**config.mk**
```make
export PLATFORM = sky130hd
export DESIGN_NAME = quadrature_knob_event_decoder
export DESIGN_NICKNAME = d
export VERILOG_FILES = /design/src/hdl/qked_pkg.sv /design/src/hdl/qked_cfg.sv /design/src/hdl/qked_core.sv /design/src/hdl/qked_evq.sv /design/src/hdl/quadrature_knob_event_decoder.sv
export SDC_FILE = /design/constraint.sdc
export NUM_CORES = 1
export LEC_CHECK = 0
export BUFFER_PORTS_ARGS = -buffer_cell sky130_fd_sc_hd__buf_2
export CORE_MARGIN = 3
export CORE_UTILIZATION = 42
export CTS_CLUSTER_DIAMETER = 100
export DETAILED_ROUTE_END_ITERATION = 10
export SLEW_MARGIN = 20
export SYNTH_ARGS = -nofsm -noshare
export SYNTH_HDL_FRONTEND = slang
export SYNTH_HIERARCHICAL = 1
export SYNTH_SLANG_ARGS = --single-unit
export TNS_END_PERCENT = 100
```
**constraint.sdc**
```tcl
create_clock -name clk -period 21.4 [get_ports clk]
set_input_delay 5.35 -clock clk [delete_from_list [all_inputs] [get_ports clk]]
set_output_delay 5.35 -clock clk [all_outputs]
set_load 0.05 [all_outputs]
```
**src/hdl/qked_pkg.sv**
```systemverilog
// Shared types, constants and phase decode for the knob event decoder
package qked_pkg;

  localparam int COUNTER_WIDTH = 16;
  localparam int STEP_W = 10;
  localparam int IDLE_W = 17;
  localparam int EVQ_DEPTH = 4;
  localparam int EVQ_PTR_W = $clog2(EVQ_DEPTH);
  localparam int EVQ_CNT_W = $clog2(EVQ_DEPTH + 1);

  localparam logic [2:0] EV_PRESSED       = 3'd0;
  localparam logic [2:0] EV_RELEASED      = 3'd1;
  localparam logic [2:0] EV_LONG_RELEASED = 3'd2;
  localparam logic [2:0] EV_CW            = 3'd3;
  localparam logic [2:0] EV_CCW           = 3'd4;
  localparam logic [2:0] EV_STOPPED       = 3'd5;

  localparam logic [1:0] ROT_CW      = 2'd0;
  localparam logic [1:0] ROT_CCW     = 2'd1;
  localparam logic [1:0] ROT_STOPPED = 2'd2;

  localparam logic [1:0] REG_STEP_THRESHOLD   = 2'd0;
  localparam logic [1:0] REG_IDLE_TIMEOUT     = 2'd1;
  localparam logic [1:0] REG_LONG_PRESS_LIMIT = 2'd2;

  localparam logic [7:0]  RST_STEP_THRESHOLD   = 8'd3;
  localparam logic [15:0] RST_IDLE_TIMEOUT     = 16'd1000;
  localparam logic [15:0] RST_LONG_PRESS_LIMIT = 16'd1000;

  localparam logic [IDLE_W-1:0] IDLE_MAX = {IDLE_W{1'b1}};
  localparam logic [COUNTER_WIDTH-1:0] PRESS_MAX = {COUNTER_WIDTH{1'b1}};

  typedef struct packed {
    logic [7:0]  step_threshold;
    logic [15:0] idle_timeout;
    logic [15:0] long_press_limit;
  } cfg_t;

  typedef struct packed {
    logic [2:0] kind;
    logic       changed;
    logic       last;
  } ev_t;

  typedef struct packed {
    logic [1:0] cnt;
    ev_t        ev0;
    ev_t        ev1;
  } ev_pair_t;

  function automatic logic signed [1:0] phase_dir(input logic [3:0] code);
    logic signed [1:0] dir;
    unique case (code) inside
      4'hD, 4'h4, 4'h2, 4'hB: dir = 2'sd1;
      4'hE, 4'h7, 4'h1, 4'h8: dir = -2'sd1;
      default:                dir = 2'sd0;
    endcase
    return dir;
  endfunction

endpackage

```
**src/hdl/qked_cfg.sv**
```systemverilog
// Configuration registers behind the APB-style port
module qked_cfg (
  input  logic        clk,
  input  logic        rst_n,
  input  logic        cfg_psel,
  input  logic        cfg_penable,
  input  logic        cfg_pwrite,
  input  logic [3:0]  cfg_paddr,
  input  logic [31:0] cfg_pwdata,
  output logic [31:0] cfg_prdata,
  output logic        cfg_pready,
  output qked_pkg::cfg_t cfg
);

  qked_pkg::cfg_t cfg_r, cfg_nxt;
  logic           wr_en;
  logic [1:0]     reg_idx;

  assign cfg_pready = 1'b1;
  assign wr_en      = cfg_psel && cfg_penable && cfg_pwrite && cfg_pready;
  assign reg_idx    = cfg_paddr[3:2];
  assign cfg        = cfg_r;

  always_comb begin
    cfg_nxt = cfg_r;
    if (wr_en) begin
      unique case (reg_idx)
        qked_pkg::REG_STEP_THRESHOLD:   cfg_nxt.step_threshold   = cfg_pwdata[7:0];
        qked_pkg::REG_IDLE_TIMEOUT:     cfg_nxt.idle_timeout     = cfg_pwdata[15:0];
        qked_pkg::REG_LONG_PRESS_LIMIT: cfg_nxt.long_press_limit = cfg_pwdata[15:0];
        default:                        cfg_nxt = cfg_r;
      endcase
    end
  end

  always_comb begin
    unique case (reg_idx)
      qked_pkg::REG_STEP_THRESHOLD:   cfg_prdata = {24'd0, cfg_r.step_threshold};
      qked_pkg::REG_IDLE_TIMEOUT:     cfg_prdata = {16'd0, cfg_r.idle_timeout};
      qked_pkg::REG_LONG_PRESS_LIMIT: cfg_prdata = {16'd0, cfg_r.long_press_limit};
      default:                        cfg_prdata = 32'd0;
    endcase
  end

  always_ff @(posedge clk) begin
    if (!rst_n) begin
      cfg_r.step_threshold   <= qked_pkg::RST_STEP_THRESHOLD;
      cfg_r.idle_timeout     <= qked_pkg::RST_IDLE_TIMEOUT;
      cfg_r.long_press_limit <= qked_pkg::RST_LONG_PRESS_LIMIT;
    end else begin
      cfg_r <= cfg_nxt;
    end
  end

endmodule

```
**src/hdl/qked_core.sv**
```systemverilog
// Per-tick knob state update and event generation
module qked_core (
  input  logic               clk,
  input  logic               rst_n,
  input  logic               tick_vld,
  input  logic               phase_a,
  input  logic               phase_b,
  input  logic               button_level,
  input  qked_pkg::cfg_t     cfg,
  output qked_pkg::ev_pair_t push
);

  logic                                held_r, held_nxt;
  logic [1:0]                          prev_phase_r, prev_phase_nxt;
  logic signed [qked_pkg::STEP_W-1:0]  step_r, step_nxt;
  logic [qked_pkg::IDLE_W-1:0]         idle_r, idle_nxt;
  logic [qked_pkg::COUNTER_WIDTH-1:0]  press_r, press_nxt;
  logic [1:0]                          rot_r, rot_nxt;

  logic [1:0]                          phase;
  logic signed [1:0]                   dir;
  logic signed [qked_pkg::STEP_W-1:0]  step_sum;
  logic signed [qked_pkg::STEP_W-1:0]  thr_pos;
  logic signed [qked_pkg::STEP_W-1:0]  thr_neg;
  logic                                btn_ev;
  logic                                rot_ev;
  qked_pkg::ev_t                       btn_word;
  qked_pkg::ev_t                       rot_word;

  assign phase    = {phase_a, phase_b};
  assign dir      = qked_pkg::phase_dir({prev_phase_r, phase});
  assign step_sum = step_r + {{(qked_pkg::STEP_W-2){dir[1]}}, dir};
  assign thr_pos  = $signed({{(qked_pkg::STEP_W-8){1'b0}}, cfg.step_threshold});
  assign thr_neg  = -thr_pos;

  always_comb begin
    held_nxt       = held_r;
    press_nxt      = press_r;
    prev_phase_nxt = phase;
    step_nxt       = step_sum;
    idle_nxt       = idle_r;
    rot_nxt        = rot_r;
    btn_ev         = 1'b0;
    rot_ev         = 1'b0;
    btn_word       = '{kind: qked_pkg::EV_PRESSED, changed: 1'b1, last: 1'b0};
    rot_word       = '{kind: qked_pkg::EV_STOPPED, changed: 1'b0, last: 1'b1};

    if (!button_level && press_r != qked_pkg::PRESS_MAX) begin
      press_nxt = press_r + 1'b1;
    end
    if (held_r && !button_level) begin
      held_nxt = 1'b0;
      btn_ev   = 1'b1;
    end else if (!held_r && button_level) begin
      held_nxt      = 1'b1;
      btn_ev        = 1'b1;
      btn_word.kind = (32'(press_r) > 32'(cfg.long_press_limit))
                      ? qked_pkg::EV_LONG_RELEASED : qked_pkg::EV_RELEASED;
      press_nxt     = '0;
    end

    if (step_sum > thr_pos) begin
      rot_ev           = 1'b1;
      rot_word.kind    = qked_pkg::EV_CW;
      rot_word.changed = (rot_r != qked_pkg::ROT_CW);
      step_nxt         = '0;
      idle_nxt         = '0;
      rot_nxt          = qked_pkg::ROT_CW;
    end else if (step_sum < thr_neg) begin
      rot_ev           = 1'b1;
      rot_word.kind    = qked_pkg::EV_CCW;
      rot_word.changed = (rot_r != qked_pkg::ROT_CCW);
      step_nxt         = '0;
      idle_nxt         = '0;
      rot_nxt          = qked_pkg::ROT_CCW;
    end else if (idle_r > {1'b0, cfg.idle_timeout}) begin
      rot_ev           = 1'b1;
      rot_word.changed = (rot_r != qked_pkg::ROT_STOPPED);
      step_nxt         = '0;
      idle_nxt         = {{(qked_pkg::IDLE_W-1){1'b0}}, 1'b1};
      rot_nxt          = qked_pkg::ROT_STOPPED;
    end else if (idle_r != qked_pkg::IDLE_MAX) begin
      idle_nxt = idle_r + 1'b1;
    end

    btn_word.last = !rot_ev;
  end

  always_comb begin
    push.cnt = '0;
    push.ev0 = btn_word;
    push.ev1 = rot_word;
    if (tick_vld) begin
      push.cnt = {1'b0, btn_ev} + {1'b0, rot_ev};
      if (!btn_ev) begin
        push.ev0 = rot_word;
      end
    end
  end

  always_ff @(posedge clk) begin
    if (!rst_n) begin
      held_r       <= 1'b1;
      prev_phase_r <= 2'd3;
      step_r       <= '0;
      idle_r       <= '0;
      press_r      <= '0;
      rot_r        <= qked_pkg::ROT_STOPPED;
    end else if (tick_vld) begin
      held_r       <= held_nxt;
      prev_phase_r <= prev_phase_nxt;
      step_r       <= step_nxt;
      idle_r       <= idle_nxt;
      press_r      <= press_nxt;
      rot_r        <= rot_nxt;
    end
  end

endmodule

```
**src/hdl/qked_evq.sv**
```systemverilog
// Small event queue: up to two words in, one word out per cycle while out_rdy is high
module qked_evq (
  input  logic               clk,
  input  logic               rst_n,
  input  qked_pkg::ev_pair_t push,
  output logic               room,
  output logic               out_vld,
  input  logic               out_rdy,
  output qked_pkg::ev_t      out_word
);

  qked_pkg::ev_t                   mem_r [qked_pkg::EVQ_DEPTH];
  logic [qked_pkg::EVQ_PTR_W-1:0]  wptr_r, wptr_nxt;
  logic [qked_pkg::EVQ_PTR_W-1:0]  rptr_r, rptr_nxt;
  logic [qked_pkg::EVQ_CNT_W-1:0]  cnt_r, cnt_nxt;
  logic [qked_pkg::EVQ_PTR_W-1:0]  wptr_inc;
  logic                            pop;

  assign out_vld  = (cnt_r != '0);
  assign out_word = mem_r[rptr_r];
  assign pop      = out_vld && out_rdy;
  assign room     = (cnt_r <= qked_pkg::EVQ_CNT_W'(qked_pkg::EVQ_DEPTH - 2));
  assign wptr_inc = wptr_r + 1'b1;

  always_comb begin
    wptr_nxt = wptr_r + qked_pkg::EVQ_PTR_W'(push.cnt);
    rptr_nxt = rptr_r + qked_pkg::EVQ_PTR_W'(pop);
    cnt_nxt  = cnt_r + qked_pkg::EVQ_CNT_W'(push.cnt) - qked_pkg::EVQ_CNT_W'(pop);
  end

  always_ff @(posedge clk) begin
    if (push.cnt != 2'd0) begin
      mem_r[wptr_r] <= push.ev0;
    end
    if (push.cnt == 2'd2) begin
      mem_r[wptr_inc] <= push.ev1;
    end
  end

  always_ff @(posedge clk) begin
    if (!rst_n) begin
      wptr_r <= '0;
      rptr_r <= '0;
      cnt_r  <= '0;
    end else begin
      wptr_r <= wptr_nxt;
      rptr_r <= rptr_nxt;
      cnt_r  <= cnt_nxt;
    end
  end

endmodule

```
**src/hdl/quadrature_knob_event_decoder.sv**
```systemverilog
// Top level of the quadrature knob event decoder
// Each event word is registered in the event queue when its tick is accepted.
// Throughput: one tick per cycle while in_tready is high; the four-word queue drains
// one word per cycle while out_tready is high; a tick with both events yields two words.
// in_tready drops while fewer than two queue slots are free.
// Reset (rst_n low, synchronous) restores register defaults and knob state.
module quadrature_knob_event_decoder (
  input  logic        clk,
  input  logic        rst_n,
  input  logic        in_tvalid,
  output logic        in_tready,
  input  logic [7:0]  in_tdata,   // [0] phase_a, [1] phase_b, [2] button_level, zero pad
  output logic        out_tvalid,
  input  logic        out_tready,
  output logic [7:0]  out_tdata,  // [2:0] event_kind, [3] changed, zero pad
  output logic        out_tlast,  // last_of_tick
  input  logic        cfg_psel,
  input  logic        cfg_penable,
  input  logic        cfg_pwrite,
  input  logic [3:0]  cfg_paddr,
  input  logic [31:0] cfg_pwdata,
  output logic [31:0] cfg_prdata,
  output logic        cfg_pready
);

  qked_pkg::cfg_t     cfg;
  qked_pkg::ev_pair_t push;
  qked_pkg::ev_t      out_word;
  logic               room;
  logic               tick_vld;

  assign in_tready = room;
  assign tick_vld  = in_tvalid && in_tready;

  qked_cfg u_cfg (
    .clk         (clk),
    .rst_n       (rst_n),
    .cfg_psel    (cfg_psel),
    .cfg_penable (cfg_penable),
    .cfg_pwrite  (cfg_pwrite),
    .cfg_paddr   (cfg_paddr),
    .cfg_pwdata  (cfg_pwdata),
    .cfg_prdata  (cfg_prdata),
    .cfg_pready  (cfg_pready),
    .cfg         (cfg)
  );

  qked_core u_core (
    .clk          (clk),
    .rst_n        (rst_n),
    .tick_vld     (tick_vld),
    .phase_a      (in_tdata[0]),
    .phase_b      (in_tdata[1]),
    .button_level (in_tdata[2]),
    .cfg          (cfg),
    .push         (push)
  );

  qked_evq u_evq (
    .clk      (clk),
    .rst_n    (rst_n),
    .push     (push),
    .room     (room),
    .out_vld  (out_tvalid),
    .out_rdy  (out_tready),
    .out_word (out_word)
  );

  assign out_tdata = {4'd0, out_word.changed, out_word.kind};
  assign out_tlast = out_word.last;

endmodule

```
==> flow_summary.yaml, run 1 <==
logic_synthesis:
  yosysUniqueCellTypes: 75
  synth_cells: 878
  synthFlopType: "dfxtp_1"
  synth_top_area_share_pct: 24.6
  ys_ff_latch: 115
  yosysTopAreaCell: "dfxtp_1"
  ys_seq_area_share_pct: 32.4
  synth_edf_count: 20
  synth.cell_area_sq_mm: 0.00773
  ys_top_cells_by_area: "dfxtp_1 (25%), ha_1 (11%), edfxtp_1 (7.8%), mux2i_1 (7.1%), nand2_1 (5.1%)"
  syn_avg_cell_area_sq_um: 8.80
  ys_warn_count: 6
  async_flop_share_pct: 0
setup_path:
  crit_family: "buffers and inverters"
  crit_type: "in2out"
  startpoint_type: "input port"
  worstPathArrival_ns: 6.98
  rr_startpoint: "u_core/prev_phase_r[1]$_SDFFE_PN1P_"
  cpMaxStageDelayCell: "nor2b_1"
  slowest_delay_ns: 0.64
  required_ns: 16.05
  cp.buffers_inverters: 3
  cp-end-kind: "output pin"
  reg2reg_slack_ns: 15.23
  crit_path_frequent_cell: "buf_2"
  critPathMaxFanout: 13
  path_cells: "buf_2, nor2b_1, buf_4, nand2_1, o21ai_0, buf_2"
  regToRegEndpoint: "u_evq/mem_r[2][3]$_DFFE_PP_"
  reg2reg_depth: 21
detailed_routing:
  drc: 0
  ant_nets: 0
  drtIter0Drc: 204
  wire_per_inst_um: 15.2
  viasPerCell: 5.25
  wl_um: 17500
  via_count: 6047
  dr.pass1.iters: 5
finish:
  diodes: 0
  drive_above_1_share_pct: 13.2
  area_growth_pct: 11.8
  num-nets-final: 1031
sta:
  worstMarginPinSlew_ns: 0.867
  finalCritPeriodShare_pct: 57.6
  slew_headroom_pct: 41.7
  tns_ns: 0
  skew_ns: 0.0223
  final.min_clock_period_ns: 12.33
  rsz0062_at_grt: "false"
  finalHoldViolCount: 0
  setup_viol: 0
  finalMaxSlewViolations: 0
  max_freq_mhz: 81.1
clock_tree:
  postCtsHoldBufs: 0
  htree_levels: 4
  cts_buffers: 17
  worstSkewPairLatency_ns: 0.43
  cts-root-buf: "clkbuf_16"
  clock_path_buffers: 2
  clock-sinks: 115
  cts.clk_slew.worst_paths_ns: 0.06
  cts_resized: 0
  postCtsSetupRepairBufs: 0
  cts_tree: "yes"
power_and_ir_drop:
  ir_drop_mv: 0.0846
  powerDensity_mw_per_mm2: 97.0
  power_uw: 838
  leakage_uw: 0.00371
floorplanning:
  pin_count: 95
  dieArea_sq_mm: 0.0201
  die_h_um: 142
  core_area_sq_mm: 0.0177
  die_w_um: 142
  start_util_pct: 43.8
  rows: 48
worst_hold_path:
  hold_path.class: "reg2reg"
  holdPathStages: 2
  min_to: "u_core/step_r[4]$_SDFFE_PN0P_"
  worstHoldStart: "u_core/step_r[4]$_SDFFE_PN0P_"
global_route:
  grt-ovfl-total: 0
  grt_start_max_net_pins: 79
  grt_use_total_pct: 18.1
  antenna_found_initial: 0
  grt_pass1_wl_um: 29300
  first_global_vias: 5758
flow_run:
  drv_cap: 0
placement:
  io_buffers: 50
  routabilityCongestion: 0.784
  hpwlAfterDp_um: 12600
status:
  status: "complete, no violations"
## metrics by stage
stage / instance area, sq um / hold WS, ns / worst slack, ns / std cells / util, %
finish: 8640 / 0.464 / 9.07 / 1151 / 49.0
global route: 8640 / 0.484 / 8.94 / 1151 / 49.0
CTS: 8640 / 0.465 / 9.08 / 1151 / 48.9
detailed placement: 8020 / 0.455 / 9.09 / 1119 / 45.4
global placement: 8020 / 0.447 / 9.10 / 1119 / 45.4
floorplan: 7800 / 0.436 / 9.25 / 896 / -
## layer usage
| layer | routed length [um] | share of wire, % | GRT usage (%) | vias to the layer above |
|---|---|---|---|---|
| li1 | - | - | - | 3137 |
| met1 | 8800 | 50 | 25.9 | 2759 |
| met2 | 7840 | 45 | 27.7 | 142 |
| met3 | 761 | 4.3 | 3.51 | 9 |
| met4 | 148 | 0.84 | 5.15 | 0 |
| met5 | 0 | 0 | 0 | - |
## area by class of cell
| type | instances | area [sq um] |
|---|---|---|
| Tap cell | 225 | 282 |
| Multi-Input combinational cell | 658 | 4700 |
| Clock inverter | 14 | 190 |
| Clock buffer | 18 | 429 |
| Sequential cell | 115 | 2500 |
| Inverter | 65 | 244 |
| Fill cell | 1710 | 9010 |
| Timing Repair Buffer | 56 | 295 |
## kinds of logic after synthesis
kind of cell	synth area share, %
AO/OA/AOI/OAI	11.8
XOR/XNOR	3.76
adder cells (fa/ha/maj)	11.2
buffers and inverters	7.75
flip-flops	32.4
multiplexers	11.5
other	0.194
AND/OR/NAND/NOR	21.5
## sequential cells by signal, summed over array words and instances, names as in the netlist
name and flops:
u_core/idle_r 17, u_cfg/cfg 40, u_evq/wptr_r 2, u_core/prev_phase_r 2, u_core/held_r 1, u_evq/cnt_r 3
u_core/step_r 10, u_core/press_r 16, u_core/rot_r 2, u_evq/mem_r 20, u_evq/rptr_r 2
## worst reg2reg max path: stages, from the launching register on
cell	delay, ns
dfxtp_1	0.34
xor2_1	0.26
nand2_1	0.19
inv_1	0.31
ha_1	0.31
a211oi_1	0.31
nor2_1	0.13
o41ai_1	0.38
nor2b_1	0.22
xnor2_1	0.23
ha_1	0.34
a21o_1	0.21
nor2_1	0.09
nand4_1	0.11
a221o_1	0.30
o311a_1	0.29
nor3b_4	0.25
inv_1	0.06
ha_1	0.26
and2_1	0.28
nor4bb_2	0.68
mux2_1	0.38
## cell usage after synthesis (4+ instances only)
master	n
a211oi_1	4
a21o_1	8
a21oi_1	45
a22o_1	8
a31oi_1	13
and2_1	8
buf_2	10
buf_4	25
clkbuf_1	19
conb_1	4
dfxtp_1	95
edfxtp_1	20
ha_1	65
inv_1	64
mux2_1	5
mux2_2	15
mux2i_1	55
mux4_2	5
nand2_1	106
nand2b_1	4
nand3_1	30
nand3b_1	6
nand4_1	15
nand4b_1	5
nor2_1	49
nor2b_1	45
nor3_1	14
nor4_1	5
o21ai_0	27
or3_1	7
xnor2_1	14
xor2_1	14
## cells in the final DEF, fill, tap and decap left out, types with 8 or more instances in the layout
cell type,Yosys,final
a31oi_1,13,13
buf_2,10,50
nor2b_1,45,45
nand4_1,15,15
nor2_1,49,49
conb_1,4,22
xnor2_1,14,14
edfxtp_1,20,20
a21o_1,8,8
a21oi_1,45,45
mux2_2,15,15
a22o_1,8,8
o21ai_0,27,27
ha_1,65,65
nand2_1,106,106
inv_1,64,64
nand3_1,30,30
dfxtp_1,95,95
and2_1,8,8
xor2_1,14,14
mux2i_1,55,55
clkbuf_16,0,17
nor3_1,14,14
## worst max path at each step
stage | start | slack, ns | to | depth (start not counted)
final | cfg_paddr[3] | 9.07 | cfg_prdata[2] | 6
after global routing | cfg_paddr[3] | 8.94 | cfg_prdata[2] | 6
after CTS | cfg_paddr[3] | 9.08 | cfg_prdata[2] | 6
after detailed placement | cfg_paddr[3] | 9.09 | cfg_prdata[2] | 6
after global placement | cfg_paddr[3] | 9.10 | cfg_prdata[2] | 6
after floorplan | cfg_paddr[2] | 9.25 | cfg_prdata[0] | 3
## where the power goes
| group | total (uW) | internal (uW) | switching (uW) |
|---|---|---|---|
| Combinational | 272 | 98.7 | 173 |
| Clock | 300 | 187 | 113 |
| Sequential | 267 | 249 | 17.8 |
| Total | 838 | 535 | 304 |
Power figures use the tool's default switching activity.
==> run 2: changes to the inputs <==
- ABC_AREA: not set -> 1
- clock period: 21.4 -> 11.9 ns (I/O delays scaled with it)
==> run 2 against run 1 <==
Worst setup slack got worse by 4.8 ns. Die area increased by 3.9%. First-iteration DRC count increased by 82%. Synthesized cell count increased by 32%. Core utilization decreased by 0.50 points. Hold slack improved by 0.0092 ns. Non-clock buffer count decreased by 2. Sequential power increased by 84%.
==> flow_summary.yaml, run 2 <==
setup_path:
  worstPathArrival_ns: 7.70
  critPathMaxFanout: 9
  startpoint_type: "input port"
  rr_startpoint: "u_core/prev_phase_r[0]$_SDFFE_PN1P_"
  cp-startpoint: "in_tdata[0]"
  crit_type: "in2reg"
  cpMaxStageDelayCell: "o31ai_1"
  slowest_delay_ns: 0.80
  required_ns: 11.94
  reg2reg_slack_ns: 6.55
  cp-end-kind: "flop"
clock_tree:
  postCtsSetupRepairBufs: 0
  cts.clk_slew.worst_paths_ns: 0.06
  cts-root-buf: "clkbuf_16"
  cts_tree: "yes"
  clock-sinks: 115
  postCtsHoldBufs: 0
  worstSkewPairLatency_ns: 0.42
  clock_path_buffers: 2
  htree_levels: 4
  cts_buffers: 17
  cts_resized: 0
logic_synthesis:
  synthFlopType: "dfxtp_1"
  synth_top_area_share_pct: 23.7
  ys_top_cells_by_area: "dfxtp_1 (24%), nand2_1 (12%), ha_1 (10%), inv_1 (7.6%), edfxtp_1 (7.5%)"
  yosysTopAreaCell: "dfxtp_1"
  async_flop_share_pct: 0
  synth_edf_count: 20
  synth.cell_area_sq_mm: 0.00804
  syn_avg_cell_area_sq_um: 6.94
  yosysUniqueCellTypes: 44
  ys_ff_latch: 115
  synth_cells: 1158
  ys_seq_area_share_pct: 31.1
  ys_warn_count: 6
  ys_top_cells_by_count: "nand2_1 (266), inv_1 (162), nor2_1 (125)"
  synth.most_common_cell: "nand2_1"
floorplanning:
  core_area_sq_mm: 0.0184
  die_h_um: 144
  start_util_pct: 43.7
  pin_count: 95
  rows: 49
  die_w_um: 144
  dieArea_sq_mm: 0.0208
placement:
  io_buffers: 50
  routabilityCongestion: 0.857
  hpwlAfterDp_um: 14500
  place_inst: 1403
detailed_routing:
  dr.pass1.iters: 5
  wire_per_inst_um: 13.5
  via_count: 7124
  drc: 0
  viasPerCell: 4.96
  drtIter0Drc: 372
  ant_nets: 0
  wl_um: 19400
finish:
  layout_common_cells: "nand2_1 (266), inv_1 (162), nor2_1 (125)"
  final_cells: 1435
  area_growth_pct: 10.8
  num-nets-final: 1311
  drive_above_1_share_pct: 12.5
  diodes: 0
  largest_register_ff_count: 40
  final_common_cell: "nand2_1"
sta:
  setup_viol: 0
  rsz0062_at_grt: "false"
  final.min_clock_period_ns: 7.67
  finalMaxSlewViolations: 0
  tns_ns: 0
  worstMarginPinSlew_ns: 0.973
  max_freq_mhz: 130
  skew_ns: 0.00933
  slew_headroom_pct: 34.6
  finalCritPeriodShare_pct: 64.4
  finalHoldViolCount: 0
power_and_ir_drop:
  leakage_uw: 0.00433
  power_uw: 1630
  ir_drop_mv: 0.106
  powerDensity_mw_per_mm2: 183
global_route:
  antenna_found_initial: 0
  grt_pass1_wl_um: 32300
  grt_start_max_net_pins: 58
  grt-ovfl-total: 0
  grt_use_total_pct: 19.3
  first_global_vias: 6710
worst_hold_path:
  worstHoldStart: "u_core/step_r[0]$_SDFFE_PN0P_"
  hold_path.class: "reg2reg"
status:
  status: "complete, no violations"
flow_run:
  drv_cap: 0
run 2: cell types whose count changed in the layout (fill, tap and decap cells not counted), moves of 11 or more:
cell	before	now
nand2_2	0	15
nand4_1	15	32
nand3_1	30	96
nand2_1	106	266
inv_1	64	162
nor2_1	49	125
a31oi_1	13	1
nor2b_1	45	0
inv_2	0	11
o21ai_1	2	15
mux2_2	15	0
mux2i_1	55	0
run 2: path summary, 6_finish.rpt:
path                                   endpoint  cells after the start
setup / recovery    u_evq/mem_r[3][3]$_DFFE_PP_                     29
hold / removal    u_core/step_r[0]$_SDFFE_PN0P_                      2
setup reg to reg    u_evq/mem_r[3][3]$_DFFE_PP_                     28
hold reg to reg   u_core/step_r[0]$_SDFFE_PN0P_                      2
run 2: critical path: cells and delay by family:
kind | cells | cell delay [ns]
simple gates | 14 | 1.19
buf+inv | 8 | 0.83
xor+xnor | 2 | 0.59
fa+ha+maj | 3 | 0.96
compound gates | 2 | 1.13
run 2: final cells by class:
type / count / area (sq um)
Inverter: 173 / 649
Timing Repair Buffer: 54 / 280
Sequential cell: 115 / 2500
Clock buffer: 21 / 497
Clock inverter: 11 / 124
Fill cell: 1896 / 9480
Tap cell: 229 / 287
Multi-Input combinational cell: 832 / 4570
run 2: per-layer routing:
metal / GRT usage, % / vias up / routed length, um / part of all wire, %
li1: - / 3771 / - / -
met1: 25.3 / 3193 / 9160 / 47
met2: 32.7 / 135 / 9140 / 47
met3: 3.44 / 25 / 803 / 4.1
met4: 5.69 / 0 / 332 / 1.7
met5: 0 / - / 0 / 0
run 2: cells by family (layout without fill, tap and decap cells):
logic type	after synthesis	in the layout	synth area share (%)
and+or+nand+nor	575	575	32.0
buffers and inverters	229	259	12.9
xor gates and xnor gates	31	31	3.38
DFF	115	115	31.1
other	4	22	0.187
AOI/OAI and AO/OA	137	137	9.90
adders and majority gates	67	67	10.6
run 2: power by group:
part / leakage, uW / internal (uW) / switching, uW
sequential: 0.000954 / 457 / 33.1
combinational: 0.00308 / 176 / 438
clock: 0.000299 / 340 / 187
run 2: per-stage QoR:
step	area [sq um]	util, %	hold WS (ns)	setup slack [ns]
floorplan	8110	-	0.445	4.73
global placement	8290	45.1	0.460	3.89
detailed placement	8290	45.1	0.466	3.79
CTS	8910	48.5	0.474	4.22
global route	8910	48.5	0.485	3.82
finish	8910	48.5	0.473	4.23
==> run 3: changes to the inputs <==
- clock period: 11.9 -> 6.15 ns (I/O delays scaled with it)
==> run 3 against run 2 <==
Non-clock buffer count increased by 13. Clock skew down 0.0012 ns. Register-to-register slack worse by 5.1 ns. Hold slack worse by 0.0036 ns. Core utilization about the same. Largest cell class unchanged. Power up 88%. Count of clock-buffer cells in the layout did not move. Clock power rose by 70%. Highest routed layer unchanged. Critical path depth is 1 higher. Sequential power grew 93%. Routed wire length is 0.81% lower.
==> flow_summary.yaml, run 3 (synthesized netlist as in run 2, its figures left out) <==
status:
  status: "complete, no violations"
setup_path:
  reg2reg_depth: 29
  cp-end-kind: "flop"
  startpoint_type: "input port"
  critPathMaxFanout: 4
  required_ns: 6.49
  crit_type: "in2reg"
  rr_startpoint: "u_core/prev_phase_r[1]$_SDFFE_PN1P_"
  cpMaxStageDelayCell: "fa_1"
  crit_family: "adder cells"
  slowest_delay_ns: 0.45
  crit_path_frequent_cell: "nand2_1"
  cp_num_cells: 30
  cp.buffers_inverters: 6
  worstPathArrival_ns: 5.95
  regToRegEndpoint: "u_evq/cnt_r[2]$_SDFF_PN0_"
  reg2reg_slack_ns: 1.44
sta:
  finalHoldViolCount: 0
  tns_ns: 0
  timing.hold.ws_ns: 0.469
  finalMaxSlewViolations: 0
  rsz0062_at_grt: "false"
  max_freq_mhz: 178
  worstMarginPinSlew_ns: 0.976
  final.min_clock_period_ns: 5.61
  skew_ns: 0.00818
  finalCritPeriodShare_pct: 91.2
  setup_viol: 0
  slew_headroom_pct: 34.7
clock_tree:
  postCtsSetupRepairBufs: 0
  clock_path_buffers: 2
  cts_tree: "yes"
  postCtsHoldBufs: 0
  htree_levels: 4
  cts-root-buf: "clkbuf_16"
  cts.clk_slew.worst_paths_ns: 0.05
  cts_resized: 0
  cts_buffers: 17
  worstSkewPairLatency_ns: 0.41
  clock-sinks: 115
floorplanning:
  die_w_um: 144
  rows: 49
  pin_count: 95
  start_util_pct: 43.7
  dieArea_sq_mm: 0.0208
  die_h_um: 144
  core_area_sq_mm: 0.0184
global_route:
  grt_use_total_pct: 19.4
  grt-ovfl-total: 0
  grt_pass1_wl_um: 32400
  grt_start_max_net_pins: 49
  antenna_found_initial: 0
  first_global_vias: 6624
power_and_ir_drop:
  powerDensity_mw_per_mm2: 343
  leakage_uw: 0.00435
  ir_drop_mv: 0.217
  power_uw: 3060
detailed_routing:
  dr.pass1.iters: 4
  ant_nets: 0
  viasPerCell: 4.87
  wire_per_inst_um: 13.3
  drtIter0Drc: 327
  via_count: 7046
  wl_um: 19300
  drc: 0
finish:
  area_growth_pct: 10.9
  largest_register_ff_count: 40
  final_cells: 1448
  final_common_cell: "nand2_1"
  finish.instance_area_sq_mm: 0.00892
  num-nets-final: 1324
  layout_common_cells: "nand2_1 (266), inv_1 (162), nor2_1 (125)"
  diodes: 0
  drive_above_1_share_pct: 13.1
worst_hold_path:
  holdPathStages: 2
  min_to: "u_core/step_r[7]$_SDFFE_PN0P_"
  worstHoldStart: "u_core/step_r[7]$_SDFFE_PN0P_"
  hold_path.class: "reg2reg"
placement:
  io_buffers: 50
  routabilityCongestion: 0.846
  place_inst: 1416
  hpwlAfterDp_um: 14600
  placed_area_sq_mm: 0.00839
flow_run:
  drv_cap: 0
==> run 3: stage by stage <==
step,setup WS [ns],utilization [%]
after floorplan,0.420,-
after global placement,0.155,45.6
after detailed placement,0.0983,45.6
after CTS,0.530,48.5
after global routing,0.00260,48.5
final,0.541,48.5
==> run 3: routing by layer <==
layer | up-vias | wire, um | global-route usage, % | part of all wire, %
li1 | 3793 | - | - | -
met1 | 3116 | 9140 | 25.1 | 47
met2 | 121 | 9180 | 33.5 | 48
met3 | 16 | 729 | 3.27 | 3.8
met4 | 0 | 229 | 5.01 | 1.2
met5 | - | 0 | 0 | 0
==> run 3: cell type report <==
class	count	area [sq um]
Tap cell	229	287
Clock inverter	11	88.8
Sequential cell	115	2500
Fill cell	1898	9470
Clock buffer	21	440
Timing Repair Buffer	67	378
Inverter	173	649
Multi-Input combinational cell	832	4570
==> run 3: how the worst max path moves through the flow <==
stage	slack, ns	to	from
global route	0.003	u_evq/cnt_r[2]$_SDFF_PN0_	in_tdata[0]
detailed placement	0.1	u_evq/cnt_r[2]$_SDFF_PN0_	in_tdata[1]
CTS	0.53	u_evq/cnt_r[2]$_SDFF_PN0_	in_tdata[1]
global placement	0.15	u_evq/cnt_r[2]$_SDFF_PN0_	in_tdata[0]
floorplan	0.42	u_evq/mem_r[0][0]$_DFFE_PP_	in_tdata[1]
finish	0.54	u_evq/cnt_r[2]$_SDFF_PN0_	in_tdata[1]
==> run 3: power breakdown <==
group	total, uW	internal [uW]	switching, uW	leakage [uW]
Sequential	947	883	64.2	0.000954
Combinational	1220	370	846	0.00314
Clock	899	549	350	0.000257
==> run 3: worst min-delay path: stages (launching register included) <==
cell and delay [ns]:
dfxtp_1 0.31, nand2_1 0.06, a21oi_1 0.05
